$ cat src/hw/rtl/blzss_pkg.sv
// Shared constants, types and command/status structs for the backward LZSS decompressor.
package blzss_pkg;

  localparam int WINDOW_DEPTH = 8192;
  localparam int WP_W         = $clog2(WINDOW_DEPTH);
  localparam int CAP_W        = 24;
  localparam int LEN_W        = 5;
  localparam int DIST_W       = 13;
  localparam int FLAGS_W      = 4;
  localparam int ADDR_W       = 3;
  localparam int DATA_W       = 32;

  localparam logic [CAP_W-1:0]   CAP_RESET   = 24'hFFFFFF;
  localparam logic [FLAGS_W-1:0] FLAGS_FULL  = 4'd8;
  localparam logic [LEN_W-1:0]   LEN_BIAS    = 5'd3;
  localparam logic [DIST_W-1:0]  DIST_BIAS   = 13'd3;
  localparam logic [ADDR_W-1:0]  REG_OUT_CAP = 3'd0;

  typedef struct packed {
    logic take_in;
    logic load_flags;
    logic shift_flags;
    logic hold_pair;
    logic clr_pending;
    logic end_clear;
    logic set_failed;
    logic start_copy;
    logic mem_rd;
    logic copy_push;
    logic res_load;
    logic res_lit;
    logic res_err;
    logic res_last;
    logic emit_res;
  } cmd_t;

  typedef struct packed {
    logic fin;
    logic failed;
    logic pending;
    logic full;
    logic flags_zero;
    logic flag_msb;
    logic ref_bad;
    logic out_free;
    logic cnt_one;
  } sts_t;

endpackage

$ cat src/hw/rtl/blzss_ctrl.sv
// Controller state machine: decodes each beat and sequences literal, marker and copy output.
module blzss_ctrl (
  input  logic            clk,
  input  logic            rst_n,
  input  logic            in_valid,
  output logic            in_ready,
  input  blzss_pkg::sts_t sts,
  output blzss_pkg::cmd_t cmd
);
  import blzss_pkg::*;

  typedef enum logic [4:0] {
    S_IDLE = 5'b00001,
    S_DEC  = 5'b00010,
    S_EMIT = 5'b00100,
    S_RD   = 5'b01000,
    S_WR   = 5'b10000
  } state_t;

  state_t state_r, state_nxt;

  always_ff @(posedge clk) begin
    if (!rst_n) begin
      state_r <= S_IDLE;
    end else begin
      state_r <= state_nxt;
    end
  end

  assign in_ready = (state_r == S_IDLE);

  always_comb begin
    cmd       = '0;
    state_nxt = state_r;
    case (state_r)
      S_IDLE: begin
        if (in_valid) begin
          cmd.take_in = 1'b1;
          state_nxt   = S_DEC;
        end
      end
      S_DEC: begin
        cmd.end_clear = sts.fin;
        state_nxt     = S_IDLE;
        if (sts.failed) begin
          if (sts.fin) begin
            cmd.res_load = 1'b1;
            cmd.res_err  = 1'b1;
            cmd.res_last = 1'b1;
            state_nxt    = S_EMIT;
          end
        end else if (sts.pending) begin
          cmd.clr_pending = 1'b1;
          if (sts.ref_bad) begin
            cmd.set_failed = 1'b1;
            cmd.res_load   = 1'b1;
            cmd.res_err    = 1'b1;
            cmd.res_last   = sts.fin;
            state_nxt      = S_EMIT;
          end else begin
            cmd.start_copy = 1'b1;
            state_nxt      = S_RD;
          end
        end else if (sts.full) begin
          if (sts.fin) begin
            cmd.res_load = 1'b1;
            cmd.res_last = 1'b1;
            state_nxt    = S_EMIT;
          end
        end else if (sts.flags_zero) begin
          cmd.load_flags = 1'b1;
          if (sts.fin) begin
            cmd.res_load = 1'b1;
            cmd.res_last = 1'b1;
            state_nxt    = S_EMIT;
          end
        end else begin
          cmd.shift_flags = 1'b1;
          if (sts.flag_msb) begin
            if (sts.fin) begin
              cmd.set_failed = 1'b1;
              cmd.res_load   = 1'b1;
              cmd.res_err    = 1'b1;
              cmd.res_last   = 1'b1;
              state_nxt      = S_EMIT;
            end else begin
              cmd.hold_pair = 1'b1;
            end
          end else begin
            cmd.res_load = 1'b1;
            cmd.res_lit  = 1'b1;
            cmd.res_last = sts.fin;
            state_nxt    = S_EMIT;
          end
        end
      end
      S_EMIT: begin
        if (sts.out_free) begin
          cmd.emit_res = 1'b1;
          state_nxt    = S_IDLE;
        end
      end
      S_RD: begin
        cmd.mem_rd = 1'b1;
        state_nxt  = S_WR;
      end
      S_WR: begin
        if (sts.out_free) begin
          cmd.copy_push = 1'b1;
          state_nxt     = sts.cnt_one ? S_IDLE : S_RD;
        end
      end
      default: begin
        state_nxt = S_IDLE;
      end
    endcase
  end

endmodule

$ cat config.mk
export PLATFORM = sky130hd
export DESIGN_NAME = blzss_ctrl
export DESIGN_NICKNAME = d
export VERILOG_FILES = /design/src/hw/rtl/blzss_pkg.sv /design/src/hw/rtl/blzss_ctrl.sv
export SDC_FILE = /design/constraint.sdc
export NUM_CORES = 1
export LEC_CHECK = 0
export ABC_AREA = 1
export BUFFER_PORTS_ARGS = -buffer_cell sky130_fd_sc_hd__buf_2
export CAP_MARGIN = 0
export CELL_PAD_IN_SITES_DETAIL_PLACEMENT = 2
export CELL_PAD_IN_SITES_GLOBAL_PLACEMENT = 2
export CORE_AREA = 2 2 53 55
export DETAILED_ROUTE_END_ITERATION = 7
export DIE_AREA = 0 0 55 57
export HOLD_SLACK_MARGIN = 0.1
export PLACE_DENSITY = 0.85
export SETUP_SLACK_MARGIN = 0.2
export SLEW_MARGIN = 5
export SYNTH_ARGS = -nofsm -noshare
export SYNTH_HDL_FRONTEND = slang
export SYNTH_SLANG_ARGS = --single-unit
$ cat constraint.sdc
create_clock -name clk -period 2 [get_ports clk]
set_input_delay 0.4 -clock clk [delete_from_list [all_inputs] [get_ports clk]]
set_output_delay 0.4 -clock clk [all_outputs]
set_load 0.05 [all_outputs]
==> impl_results.md <==
- Post-synthesis instance area: 492 um2
- CTS root buffer: clkbuf_4
- I/O pin count: 28
- Worst vdd ir: 0.314 mV
- Final period utilization: 91.3%
- Hold Crit Depth: 3
- Hold endpoint: state_r[2]
- Run status: completed
- Clock tree buffer depth: 2
- Total number of vias: 687
- Die width: 55 um
- Pin count of the biggest net entering global routing: 7
- Vias in the first global route: 749
- CTS tree: built
- Pre-antenna DRT Iters: 2
- Port Buffers: 27
- Worst-path maximum fanout: 5
- H-tree level count: 1
- Flop-to-flop setup slack: 720 ps
- P_leak: 0.000489 uW
- CP startpoint kind: register
- RR Startpoint: state_r[0]
- Fillers: 334
- Total track usage: 12.8%
- Final hold slack: 383 ps
- Avg Vias per Cell: 4.49
- Fin crit period: 1830 ps
- Number of core rows: 19
- Gr ovfl total: 0
- Setup Skew: 0.584 ps
- Die area: 3140 um2
- Die height: 57 um
- Synth unique cells: 17
- Initial antenna violation count: 0
- Clk_lat worst skew: 240 ps
- DRT iter0 DRCs: 5
- Placed Area: 728 um2
- CP required: 1600 ps
- Yosys warns: 0
- Avg Inst Size Synth: 5.72 um2
- Max reg flops: 5
- Synthesized netlist cell count: 86
- Largest Register: state_r
- Slew Limit Fails: 0
- Pwr dens: 421 nW/um2
- First-pass GRT wire length: 2990 um
- Fmax: 548 MHz
- Synth Net Count: 98
- Drt total wl: 1860 um
- Starting density of the core: 18.8%
- Seq/Total Area, Yosys: 20.4%
- FF-to-FF End: state_r[0]
- Post-route ant nets: 0
- Critical path start-end classification: register to output port
- CTS Buf Count: 3
- Final Net Count: 135
- CTS Hold Bufs: 0
- Area Growth Syn to Fin: 73.8%
- Final hold violation count: 0
- Worst-margin pin slew: 257 ps
- Rel. slew slack: 82.9%
- Detailed Place HPWL: 1560 um
- CTS Sinks: 5
- Hold crit path type: input pin to register
- DRC viols: 0
- Largest registers: state_r (5)
- # diodes: 0
- Core ar.: 2620 um2
- FF-to-FF path depth: 6
- Layout cells sized above 1: 44.3%
- Worst Setup End Kind: output port
- Hold Path Origin: rst_n
- Max Cap Viol: 0
- Critical Path AT: 1430 ps
- Clock Pin Slew Worst Setup and Hold Paths: 40 ps
- Avg WL per Cell: 12.2 um
- Setup violators final: 0
- Unrepaired setup endpoints after global routing: yes
- Gpl congestion: 0.710
- Design Area, Final: 855 um2
- Yosys reg bits: 5
-- worst max-delay path, stage by stage, from the launching register on --
cell and delay [ps]:
dfxtp_2 330, nor2_4 140, nand3_4 100, clkinv_4 80
nand2_4 70, nor2_4 110, nand3_4 120, nand2_8 90
buf_8 140
-- final cells by class --
| type | count | area (um2) | area share, % |
|---|---|---|---|
| well taps | 31 | 38.8 | 4.54 |
| flip-flops and latches | 5 | 104 | 12.2 |
| clock buffers | 4 | 26.3 | 3.07 |
| multi-input cells | 62 | 384 | 44.9 |
| repair buffers | 32 | 225 | 26.4 |
| inverters | 19 | 76.3 | 8.93 |
-- cells in the mapped netlist --
master | n | area [um2]
nand2_1 | 20 | 75.1
inv_1 | 18 | 67.6
nor2_1 | 18 | 67.6
dfxtp_1 | 5 | 100
nand3_1 | 4 | 20.0
nand4_1 | 4 | 25.0
nand3_2 | 3 | 30.0
o21ai_0 | 3 | 15.0
nor2_4 | 2 | 22.5
nor3_1 | 2 | 10.0
a21oi_1 | 1 | 5.00
clkinv_2 | 1 | 5.00
nand2_4 | 1 | 11.3
nand3_4 | 1 | 17.5
nor2_2 | 1 | 6.26
nor3b_1 | 1 | 7.51
nor4_1 | 1 | 6.26
-- metrics by stage --
step / total power (uW) / cells / setup TNS, ps / worst slack [ps] / utilization (%)
2_1_floorplan: 195 / 86 / -26.0 / -26.0 / -
3_3_place_gp: 229 / 144 / 0 / 147 / 27.8
3_5_place_dp: 234 / 144 / 0 / 115 / 27.8
4_1_cts: 361 / 152 / 0 / 157 / 31.3
5_1_grt: 384 / 153 / 0 / 93.7 / 32.7
6_report: 360 / 153 / 0 / 175 / 32.7
-- power breakdown --
part           total (uW)  internal (uW)  switching [uW]
Sequential            112            105            6.59
Clock                 116           75.4            41.0
Combinational         132           42.3            89.8
Total                 360            223             137
-- worst max-delay path by stage --
stage               start  endpoint  slack [ps]  cells after the start
2_1_floorplan  state_r[3]   cmd[11]         -30                      5
3_3_place_gp   state_r[3]    cmd[2]         150                      6
3_5_place_dp   state_r[3]    cmd[2]         110                      6
4_1_cts        state_r[2]    cmd[2]         160                      8
5_1_grt        state_r[3]    cmd[8]          90                      8
6_report       state_r[3]    cmd[8]         170                      8
-- cell families after synthesis --
logic type             count (synthesis)  synth area share, %
AND/OR/NAND/NOR                       58                 60.8
buffers and inverters                 19                 14.8
flip-flops                             5                 20.4
AO/OA/AOI/OAI                          4                 4.07
-- cells in the final DEF (no fill, tap or decap) --
| cell type | synthesis | layout |
|---|---|---|
| nand2_1 | 20 | 19 |
| inv_1 | 18 | 18 |
| nor2_1 | 18 | 15 |
| buf_2 | 0 | 15 |
| clkbuf_4 | 0 | 8 |
| buf_4 | 0 | 8 |
| nor2_4 | 2 | 4 |
| nand3_1 | 4 | 4 |
| nand4_1 | 4 | 4 |
| nand3_4 | 1 | 3 |
| o21ai_0 | 3 | 3 |
| dfxtp_2 | 0 | 3 |
| nor2_2 | 1 | 2 |
| buf_6 | 0 | 2 |
| buf_8 | 0 | 2 |
| dfxtp_1 | 5 | 2 |
| nand3_2 | 3 | 1 |
| clkinv_4 | 0 | 1 |
| nand2_4 | 1 | 1 |
| nor3_2 | 0 | 1 |
| nor4_2 | 0 | 1 |
| nand2_8 | 0 | 1 |
| nor3b_2 | 0 | 1 |
| a21oi_1 | 1 | 1 |
| nor3_1 | 2 | 1 |
| clkbuf_1 | 0 | 1 |
-- per-layer routing --
layer,GRT usage [%],share of wire (%)
met1,12.4,35
met2,25.3,56
met3,1.05,7.4
met4,6.27,0.97
met5,0,0
-- timing repair --
action                                  4_1_cts  5_1_grt
endpoints found under the setup margin        9       14
endpoints found under the hold margin         0        0
resized for setup                            12       12
buffers inserted                              4        1
pin swaps                                     6        3
Note: power is estimated with default switching activity, not from simulation.
